`src/rtl/core/f4tp_pkg.sv`:
```
// Package: format codes, constants and float conversion helpers for the texel packer.
`default_nettype none
package f4tp_pkg;
    localparam int unsigned FmtW = 4;
    localparam int unsigned ChW  = 32;
    localparam int unsigned UsedW = 3;

    localparam logic [FmtW-1:0] FMT_R8_UNORM   = 4'd0;
    localparam logic [FmtW-1:0] FMT_R8_UINT    = 4'd1;
    localparam logic [FmtW-1:0] FMT_RG8_UNORM  = 4'd2;
    localparam logic [FmtW-1:0] FMT_RGB8_UNORM = 4'd3;
    localparam logic [FmtW-1:0] FMT_RGBA8_UNORM = 4'd4;
    localparam logic [FmtW-1:0] FMT_R16_UNORM  = 4'd5;
    localparam logic [FmtW-1:0] FMT_R16_UINT   = 4'd6;
    localparam logic [FmtW-1:0] FMT_F32_X1     = 4'd7;
    localparam logic [FmtW-1:0] FMT_F32_X2     = 4'd8;
    localparam logic [FmtW-1:0] FMT_F32_X3     = 4'd9;
    localparam logic [FmtW-1:0] FMT_F32_X4     = 4'd10;
    localparam logic [FmtW-1:0] FMT_RESET      = FMT_RGBA8_UNORM;

    // per-channel conversion modes
    typedef enum logic [2:0] {
        MODE_ZERO  = 3'd0,
        MODE_U8N   = 3'd1,
        MODE_U8I   = 3'd2,
        MODE_U16N  = 3'd3,
        MODE_U16I  = 3'd4,
        MODE_PASS  = 3'd5
    } mode_t;

    typedef struct packed {
        logic             u16;    // 65535 range, else 255
        logic             scale;  // multiply before clamp
        logic             pass;
        logic             zero;
    } ctl_t;

    function automatic ctl_t mode_ctl(input mode_t m);
        ctl_t c;
        c = '{u16: 1'b0, scale: 1'b0, pass: 1'b0, zero: 1'b0};
        unique case (m)
            MODE_ZERO: c.zero = 1'b1;
            MODE_U8N:  c.scale = 1'b1;
            MODE_U8I:  ;
            MODE_U16N: begin c.u16 = 1'b1; c.scale = 1'b1; end
            MODE_U16I: c.u16 = 1'b1;
            MODE_PASS: c.pass = 1'b1;
            default:   c.zero = 1'b1;
        endcase
        return c;
    endfunction
endpackage
`default_nettype wire

```
`src/rtl/core/float4_to_texel_pack.sv`:
```
// Top level: four-channel float32 to texel format packer.
//  channel | signals                         | request
//  s_      | s_tvalid s_tready s_tdata[127:0] | one color
//  m_      | m_tvalid m_tready m_tdata[135:0] | packed channels
//  cfg     | cfg_valid cfg_ready cfg_data[3:0]| format code
// One color per cycle while m_tready does not stall the pipeline; results pass through the four lane stages.
// Reset clears valid bits and sets the format to rgba8 unorm.
// A stall on m_tready freezes all stages; s_tready falls only when the last stage is full and held.
`default_nettype none
module float4_to_texel_pack (
    input  wire logic                   aclk,
    input  wire logic                   aresetn,
    input  wire logic                   s_tvalid,
    output logic                        s_tready,
    input  wire logic [127:0]           s_tdata,  // red_in, green_in, blue_in, alpha_in
    output logic                        m_tvalid,
    input  wire logic                   m_tready,
    output logic [135:0]                m_tdata,  // x, y, z, w, channels_used, 5'b0
    input  wire logic                   cfg_valid,
    output logic                        cfg_ready,
    input  wire logic [f4tp_pkg::FmtW-1:0] cfg_data
);
    import f4tp_pkg::*;

    logic [FmtW-1:0] fmt_reg;
    logic [3:0]      vld_reg;
    logic [UsedW-1:0] used_reg [4];
    logic            en;
    mode_t           mode [4];
    logic [UsedW-1:0] used_next;
    logic [31:0]     lane_out [4];

    assign en        = !vld_reg[3] || m_tready;
    assign s_tready  = en;
    assign cfg_ready = 1'b1;
    assign m_tvalid  = vld_reg[3];

    always_ff @(posedge aclk) begin
        if (!aresetn) begin
            fmt_reg <= FMT_RESET;
            vld_reg <= '0;
        end else begin
            if (cfg_valid) fmt_reg <= cfg_data;
            if (en) vld_reg <= {vld_reg[2:0], s_tvalid};
        end
    end

    always_ff @(posedge aclk) begin
        if (en) begin
            used_reg[0] <= used_next;
            used_reg[1] <= used_reg[0];
            used_reg[2] <= used_reg[1];
            used_reg[3] <= used_reg[2];
        end
    end

    always_comb begin
        for (int i = 0; i < 4; i++) mode[i] = MODE_ZERO;
        used_next = 3'd4;
        unique case (fmt_reg)
            FMT_R8_UNORM: begin mode[0] = MODE_U8N; used_next = 3'd1; end
            FMT_R8_UINT:  begin mode[0] = MODE_U8I; used_next = 3'd1; end
            FMT_RG8_UNORM: begin
                mode[0] = MODE_U8N; mode[1] = MODE_U8N; used_next = 3'd2;
            end
            FMT_RGB8_UNORM: begin
                mode[0] = MODE_U8N; mode[1] = MODE_U8N; mode[2] = MODE_U8N;
                used_next = 3'd3;
            end
            FMT_RGBA8_UNORM: begin
                for (int i = 0; i < 4; i++) mode[i] = MODE_U8N;
            end
            FMT_R16_UNORM: begin mode[0] = MODE_U16N; used_next = 3'd1; end
            FMT_R16_UINT:  begin mode[0] = MODE_U16I; used_next = 3'd1; end
            FMT_F32_X1: begin mode[0] = MODE_PASS; used_next = 3'd1; end
            FMT_F32_X2: begin
                mode[0] = MODE_PASS; mode[1] = MODE_PASS; used_next = 3'd2;
            end
            FMT_F32_X3: begin
                mode[0] = MODE_PASS; mode[1] = MODE_PASS; mode[2] = MODE_PASS;
                used_next = 3'd3;
            end
            FMT_F32_X4: begin
                for (int i = 0; i < 4; i++) mode[i] = MODE_PASS;
            end
            default: used_next = 3'd4;
        endcase
    end

    for (genvar k = 0; k < 4; k++) begin : g_lane
        f4tp_lane u_lane (
            .aclk (aclk),
            .en   (en),
            .ctl  (mode_ctl(mode[k])),
            .din  (s_tdata[32*k +: 32]),
            .dout (lane_out[k])
        );
    end

    assign m_tdata = {5'd0, used_reg[3], lane_out[3], lane_out[2], lane_out[1], lane_out[0]};

`ifndef SYNTHESIS
    a_stall_hold: assert property (@(posedge aclk) disable iff (!aresetn)
        m_tvalid && !m_tready |=> m_tvalid && $stable(m_tdata))
        else $error("result changed under stall");
    a_used_range: assert property (@(posedge aclk) disable iff (!aresetn)
        m_tvalid |-> (m_tdata[130:128] != 3'd0 && m_tdata[130:128] <= 3'd4))
        else $error("channels_used out of range");
    a_latency: assert property (@(posedge aclk) disable iff (!aresetn)
        s_tvalid && s_tready ##1 s_tready ##1 s_tready ##1 s_tready |=> m_tvalid)
        else $error("request lost in pipeline");
`endif
endmodule
`default_nettype wire

```
`src/rtl/core/f4tp_lane.sv`:
```
// Pipelined float32 to clamped integer conversion for one channel (four stages).
`default_nettype none
module f4tp_lane (
    input  wire logic                 aclk,
    input  wire logic                 en,
    input  wire f4tp_pkg::ctl_t       ctl,
    input  wire logic [31:0]          din,
    output logic [31:0]               dout
);
    import f4tp_pkg::*;

    // stage 1: unpack, multiply mantissa by 255 or 65535 when scaling (exact product)
    logic [31:0] s1_bits_reg;
    ctl_t        s1_ctl_reg;
    logic        s1_sign_reg, s1_nan_reg, s1_inf_reg, s1_zero_reg;
    logic [7:0]  s1_exp_reg;
    logic [40:0] s1_prod_reg;

    logic [23:0] mant;
    logic [40:0] prod_next;
    logic [7:0]  e;
    always_comb begin
        e = din[30:23];
        mant = {(e != 8'd0), din[22:0]};
        if (!ctl.scale)
            prod_next = {17'd0, mant};
        else if (ctl.u16)
            prod_next = {1'b0, mant, 16'd0} - {17'd0, mant};
        else
            prod_next = {9'd0, mant, 8'd0} - {17'd0, mant};
    end

    always_ff @(posedge aclk) begin
        if (en) begin
            s1_bits_reg <= din;
            s1_ctl_reg  <= ctl;
            s1_sign_reg <= din[31];
            s1_nan_reg  <= (e == 8'hFF) && (din[22:0] != 23'd0);
            s1_inf_reg  <= (e == 8'hFF) && (din[22:0] == 23'd0);
            s1_zero_reg <= (e == 8'd0);
            s1_exp_reg  <= e;
            s1_prod_reg <= prod_next;
        end
    end

    // stage 2: normalize product to 24 bits with round-to-nearest-even
    logic [31:0] s2_bits_reg;
    ctl_t        s2_ctl_reg;
    logic        s2_neg_reg, s2_big_reg;
    logic [9:0]  s2_exp_reg;
    logic [23:0] s2_mant_reg;

    logic [5:0]  msb;
    logic [40:0] sh;
    logic [16:0] drop_mask;
    logic [24:0] rnd;
    logic [23:0] nm;
    logic [9:0]  ne;
    logic        g, st, lsb;
    logic [4:0]  shamt;
    always_comb begin
        // the product's leading one sits at bit 23, 30/31, or 38/39
        msb = 6'd23;
        if (s1_ctl_reg.scale) begin
            if (s1_ctl_reg.u16)
                msb = s1_prod_reg[39] ? 6'd39 : 6'd38;
            else
                msb = s1_prod_reg[31] ? 6'd31 : 6'd30;
        end
        shamt = 5'(msb - 6'd23);
        sh = s1_prod_reg >> shamt;
        drop_mask = 17'((18'd1 << shamt) - 18'd1);
        g   = (shamt != 5'd0) && s1_prod_reg[shamt - 5'd1];
        st  = (({24'd0, s1_prod_reg[16:0]} & {24'd0, drop_mask >> 1}) != 41'd0);
        lsb = sh[0];
        rnd = {1'b0, sh[23:0]} + {24'd0, g & (st | lsb)};
        if (rnd[24]) begin
            nm = rnd[24:1];
            ne = {2'd0, s1_exp_reg} + {5'd0, shamt} + 10'd1;
        end else begin
            nm = rnd[23:0];
            ne = {2'd0, s1_exp_reg} + {5'd0, shamt};
        end
        if (s1_zero_reg) ne = 10'd1;
    end

    always_ff @(posedge aclk) begin
        if (en) begin
            s2_bits_reg <= s1_bits_reg;
            s2_ctl_reg  <= s1_ctl_reg;
            s2_neg_reg  <= s1_nan_reg || s1_sign_reg;
            s2_big_reg  <= s1_inf_reg;
            s2_exp_reg  <= ne;
            s2_mant_reg <= nm;
        end
    end

    // stage 3: truncate toward zero and flag out-of-range values (value = mant * 2^(exp-150))
    logic [31:0] s3_bits_reg;
    ctl_t        s3_ctl_reg;
    logic        s3_neg_reg, s3_sat_reg;
    logic [16:0] s3_int_reg;

    logic [16:0] ival;
    logic        sat;
    logic [9:0]  rs;
    always_comb begin
        ival = 17'd0;
        sat  = s2_big_reg;
        rs   = 10'd150 - s2_exp_reg;
        if (s2_exp_reg >= 10'd151) sat = 1'b1;
        else if (rs < 10'd24) ival = 17'(s2_mant_reg >> rs[4:0]);
        if (s2_ctl_reg.u16) begin
            if (s2_exp_reg >= 10'd143) sat = 1'b1;
        end else begin
            if (s2_exp_reg >= 10'd135) sat = 1'b1;
        end
    end

    always_ff @(posedge aclk) begin
        if (en) begin
            s3_bits_reg <= s2_bits_reg;
            s3_ctl_reg  <= s2_ctl_reg;
            s3_neg_reg  <= s2_neg_reg;
            s3_sat_reg  <= sat;
            s3_int_reg  <= ival;
        end
    end

    // stage 4: clamp and select
    logic [16:0] maxv;
    logic [31:0] res_next, res_reg;
    always_comb begin
        maxv = s3_ctl_reg.u16 ? 17'd65535 : 17'd255;
        if (s3_ctl_reg.zero || s3_neg_reg && !s3_ctl_reg.pass)
            res_next = 32'd0;
        else if (s3_ctl_reg.pass)
            res_next = s3_bits_reg;
        else if (s3_sat_reg || s3_int_reg >= maxv)
            res_next = {15'd0, maxv};
        else
            res_next = {15'd0, s3_int_reg};
    end

    always_ff @(posedge aclk) begin
        if (en) res_reg <= res_next;
    end

    assign dout = res_reg;
endmodule
`default_nettype wire
```
`config.mk`:
```
export PLATFORM = sky130hd
export DESIGN_NAME = float4_to_texel_pack
export DESIGN_NICKNAME = d
export VERILOG_FILES = /design/src/rtl/core/f4tp_pkg.sv /design/src/rtl/core/float4_to_texel_pack.sv /design/src/rtl/core/f4tp_lane.sv
export SDC_FILE = /design/constraint.sdc
export NUM_CORES = 2
export LEC_CHECK = 0
export ABC_CLOCK_PERIOD_IN_PS = 135800
export BUFFER_PORTS_ARGS = -buffer_cell sky130_fd_sc_hd__buf_2
export CAP_MARGIN = 20
export CORE_AREA = 2 2 396 398
export CTS_BUF_LIST = sky130_fd_sc_hd__clkbuf_4
export DETAILED_ROUTE_END_ITERATION = 7
export DIE_AREA = 0 0 398 400
export PLACE_DENSITY = 0.54
export SLEW_MARGIN = 20
export SYNTH_ARGS = -nofsm -noshare
export SYNTH_HDL_FRONTEND = slang
export SYNTH_SLANG_ARGS = --single-unit
```
`constraint.sdc`:
```
create_clock -name aclk -period 135.8 [get_ports aclk]
set_input_delay 27.16 -clock aclk [delete_from_list [all_inputs] [get_ports aclk]]
set_output_delay 27.16 -clock aclk [all_outputs]
set_load 0.01 [all_outputs]
```
**Yosys cells after proc, flatten, opt, wreduce, memory -nomap -nowiden**

Memories as Yosys holds them, arrays and structs flattened.
Cells that the tools add are included.

- Logic and storage cells: 416
- Output and inout bits: 139
- Bits in writable memories: 12
- Flip-flop bits (word level): 992
- Memories: 1

Memory list:

| name | words | bits a word | read ports | clocked after memory_dff | write ports | line | RTL |
|---|---|---|---|---|---|---|---|
| used_reg | 4 | 3 | 4 | 0 | 4 | float4_to_texel_pack.sv:27 | `logic [UsedW-1:0] used_reg [4];` |

- Shift operators: 12
- Equal/unequal tests: 34
- Add/subtract/negate cells: 36
- Bitwise operators: 16
- Order comparisons: 24
- Reduce and logical (&&, ||, !) cells: 84
- Multiplexer cells: 91

Operators with widths:

| operator | number |
|---|---|
| $mux 41 | 4 |
| $reduce_bool 41->1 | 4 |
| $shr 41x5->24 | 4 |
| $sub 40x24->41 | 4 |
| $sub 32x24->33 | 4 |
| $mux 32 | 4 |
| $ge 10x8->1 const B | 12 |
| $add 24x1->25 | 4 |
| $mux 24 | 4 |
| $shr 24x5->17 | 4 |
| $logic_not 23->1 | 4 |
| $mux 23 | 4 |
| $reduce_bool 23->1 | 4 |
| $and 17x16->17 | 4 |
| $ge 17x17->1 | 4 |
| $mux 17 | 4 |
| $shl 1x5->17 const A | 4 |
| $sub 17x1->17 const B | 4 |
| $mux 16 | 4 |
| $mux 1 | 46 |
| $add 10x1->10 const B | 4 |
| $lt 10x5->1 const B | 4 |
| $mux 10 | 4 |
| $mux 5 | 8 |
| other kinds (31) | 147 |

**Depth between registers and ports, before layout**

- Word-level depth: 12
- Depth in mapped cells: 23
- Depth with buffers taken out: 16

**By module**

From an unflattened synthesis, not the netlist that was laid out.

- Cell total of the unflattened synthesis: 5441
- Area, all modules: 58635.0 um^2

By module, submodules not included:

| module | instances | area an instance (um^2) | seq. area each (um^2) | cells an instance |
|---|---|---|---|---|
| f4tp_lane at g_lane[1].u_lane ... | 2 | 14488.9 | 7086.8 | 1351 |
| f4tp_lane at g_lane[3].u_lane | 1 | 14523.9 | 7086.8 | 1349 |
| f4tp_lane at g_lane[0].u_lane | 1 | 14188.6 | 7086.8 | 1306 |
| float4_to_texel_pack | 1 | 944.7 | 520.5 | 84 |

**Least setup slack after synthesis**

OpenSTA, ideal clock, no wires.

- Path type: input to output
- Start: input port m_tready
- End: output port s_tready
- Cell stages on the path: 2
- Buffers on the path: 1
- Slack: 55368 ps
- Data required time: 108640 ps
- Arrival: 53272 ps
- Cells stage by stage: nand2b_1 > clkbuf_1

- Cells in the longest elaborated chain, start to end: 1

RTL lines:

| element | line | RTL |
|---|---|---|
| start, declared | float4_to_texel_pack.sv:17 | `input wire logic m_tready,` |
| $logic_or 1x1->1 | float4_to_texel_pack.sv:33 | `assign en = !vld_reg[3] \|\| m_tready;` |
| end, declared | float4_to_texel_pack.sv:14 | `output logic s_tready,` |

No other way between the ends.

**Final worst setup path**

Same ends and word-level chain as after synthesis.

==> impl_metrics.ini <==
[cts]
numCtsBuffers = 286
cts_tree = yes
root_buffer = clkbuf_4
postCtsHoldBufs = 0
cts_resized = 0
cts.path.max_buffers = 4
htreeDepth = 5
clock_sinks = 964
clock_latency_ps = 1270
post_cts_buffers = 0
clk_pin_slew_ps = 60

[global_route]
antenna_found_initial = 12
grt-ovfl-total = 0
grt_start_max_net_pins = 83
grt.total_usage_pct = 18.1
grt_pass1_vias = 38400
grt_pass1_wl_um = 224000

[die]
core_mm2 = 0.155
start_util_pct = 34.7
placementRows = 145
dieArea_mm2 = 0.159
die_w_um = 398
die_h_um = 400
pin_count = 276

[synth]
ys_seq_area_share_pct = 53.6
ys_types = 108
syn-cell-area_mm2 = 0.0538
synth_top_area_share_pct = 53.3
syn_avg_cell_area_um2 = 11.0
synth_area_leaders = edfxtp_1 53%, ha_1 3.8%, nand2_1 3.3%, o21ai_0 2.8%, a21oi_1 2.7%
synth_edf_count = 956
ys_warn_count = 0
ys.flop_type = edfxtp_1
postSynth.asyncResetShare_pct = 0
ys_seq_elements = 964
syn_inst = 4906
yosys.area.top_type = edfxtp_1

[pwr]
switching_power_mw = 0.339
p_per_area_mw_per_mm2 = 16.0
intPower_mw = 0.629
power.switching_fraction_pct = 35.0
p_leak_nw = 24.0
combPwrFrac_pct = 31.4
clkPwrFrac_pct = 26.6
power_mw = 0.968
p_seq_share_pct = 41.9
ir_worst_vdd_uv = 7.17

[placement]
dp_hpwl_um = 107000
dp_slack_ps = 80480
dp_cells = 7052
placed_area_mm2 = 0.0573
finalWeightedCongestion = 0.905
numPortBuffers = 269

[sta]
fmaxAchievable_mhz = 18.1
post-route-min-period_ps = 55270
hold_slack_ps = 366
maxSlewViolCount = 0
slew_headroom_pct = 28.1
setup_ws_ps = 80530
setup_tns_ps = 0
hold_viol_final = 0
setup_violations = 0
worst_pin_slew_ps = 1070
clock_skew_ps = 95.5
rsz0062_at_grt = false
period_share_pct = 40.7

[worst_setup_path]
crit_type = in -> out
critPathTopFamily = simple AND/OR/NAND/NOR gates
cp_common_cell = buf_2
worstPathArrival_ps = 28110
required_ps = 108640
slowest_stage = nand2b_4
crit_path_start_kind = input pin
cp_cell_sequence = buf_2 -> nand2b_4 -> buf_2
path_buf_inv = 2
cp_max_fo = 50
crit_path_end_kind = output port
critPathMaxStageDelay_ps = 600

[routing]
drt-vias-per-instance = 5.35
postRouteAntennaNets = 0
route.detailed.drc = 0
drt_iter0_drc = 3470
wl_per_cell_um = 19.6
routed_wl_um = 147000
dr.pass1.iters = 6
num_vias = 40300

[final_layout]
final_common_cell = edfxtp_1
stdcell_count = 7524
largest_reg_flops = 164
nNetsFinal = 5584
final_area_mm2 = 0.0607
drive_gt1_share_pct = 16.8
fin_util_pct = 39.1
mostFrequentLayoutCells = 956 x edfxtp_1, 472 x nand2_1, 387 x clkbuf_4
syn2layout_area_growth_pct = 12.7

[min_path]
hold_path.class = reg -> reg

[outcome]
outcome = completed

[flow_run]
cap_violations = 0
==> cells in the mapped netlist, drive strengths merged, types with 10 or more instances <==
cell and count:
edfxtp 956, and2 96, o22ai 32, nand2 474, mux4 47, nand3 135
mux2 40, nor3b 15, o21a 20, mux2i 125, buf 65, nor4 95
nor2b 49, xnor2 153, a32o 11, a2111oi 17, o31ai 21, or3 33
a32oi 27, o221ai 16, nand2b 50, a311oi 27, a21o 72, o2111ai 11
ha 162, a22oi 17, or4 20, and3 32, clkbuf 192, nor2 371
nor4b 10, a31oi 39, xor2 112, nand3b 14, o211ai 52, a211oi 76
or2 21, inv 173, a21boi 14, nor3 167, a221oi 12, o21bai 20
a21oi 291, nand4 57, o21ai 306
==> final timing paths <==
check | cells after the start | startpoint | slack (ps) | to
hold / removal | 0 | g_lane[1].u_lane.s2_bits_reg[17]$_DFFE_PP_ | 370 | g_lane[1].u_lane.s3_bits_reg[17]$_DFFE_PP_
setup / recovery | 3 | m_tready | 80530 | s_tready
setup reg to reg | 16 | g_lane[0].u_lane.s1_ctl_reg[3]$_DFFE_PP_ | 127940 | g_lane[0].u_lane.s2_exp_reg[4]$_SDFFCE_PP0P_
hold reg to reg | 0 | g_lane[1].u_lane.s2_bits_reg[17]$_DFFE_PP_ | 370 | g_lane[1].u_lane.s3_bits_reg[17]$_DFFE_PP_
==> worst reg2reg max path, delay by kind of cell (launching register included) <==
kind	cells	cell delay, ps
AOI/OAI and AO/OA	4	1040
adders and majority gates	1	570
buffers and inverters	4	1550
DFF	1	910
and+or+nand+nor	7	3560
==> power groups by stage <==
stage / registers [mW] / clock network [mW] / logic, mW
floorplan: 0.400 / 0 / 0.228
global placement: 0.411 / 0 / 0.300
finish: 0.406 / 0.258 / 0.304
detailed placement: 0.412 / 0 / 0.301
CTS: 0.406 / 0.271 / 0.302
global route: 0.410 / 0.287 / 0.337
==> cell type report <==
| cell class | instances | area, um^2 |
|---|---|---|
| diodes | 12 | 30.0 |
| clock buffers | 387 | 2910 |
| clock inverters | 72 | 377 |
| fillers | 15300 | 94500 |
| inverters | 179 | 672 |
| multi-input cells | 3517 | 23400 |
| flip-flops and latches | 964 | 28900 |
| well taps | 2058 | 2570 |
| repair buffers | 335 | 1860 |
==> routing by layer <==
metal  wire length (um)  share of wire [%]  track usage, %  up-vias
li1                   -                  -               -    19500
met1              67100                 46            24.9    19200
met2              67200                 46            28.1     1308
met3               9320                6.3            3.95      251
met4               3810                2.6            6.20        2
met5                 15              0.010               0        -
==> logic make-up (layout without fill, tap and decap cells) <==
| logic type | count (synthesis) | in the layout | share of synthesized area [%] |
|---|---|---|---|
| AOI/OAI and AO/OA | 1179 | 1179 | 14.2 |
| xor gates and xnor gates | 266 | 266 | 4.36 |
| adders and majority gates | 166 | 166 | 3.88 |
| buffers and inverters | 436 | 973 | 3.22 |
| DFF | 964 | 964 | 53.6 |
| muxes | 212 | 212 | 5.15 |
| other | 2 | 25 | 0.0140 |
| and+or+nand+nor | 1681 | 1681 | 15.5 |
Power figures use the tool's default switching activity.
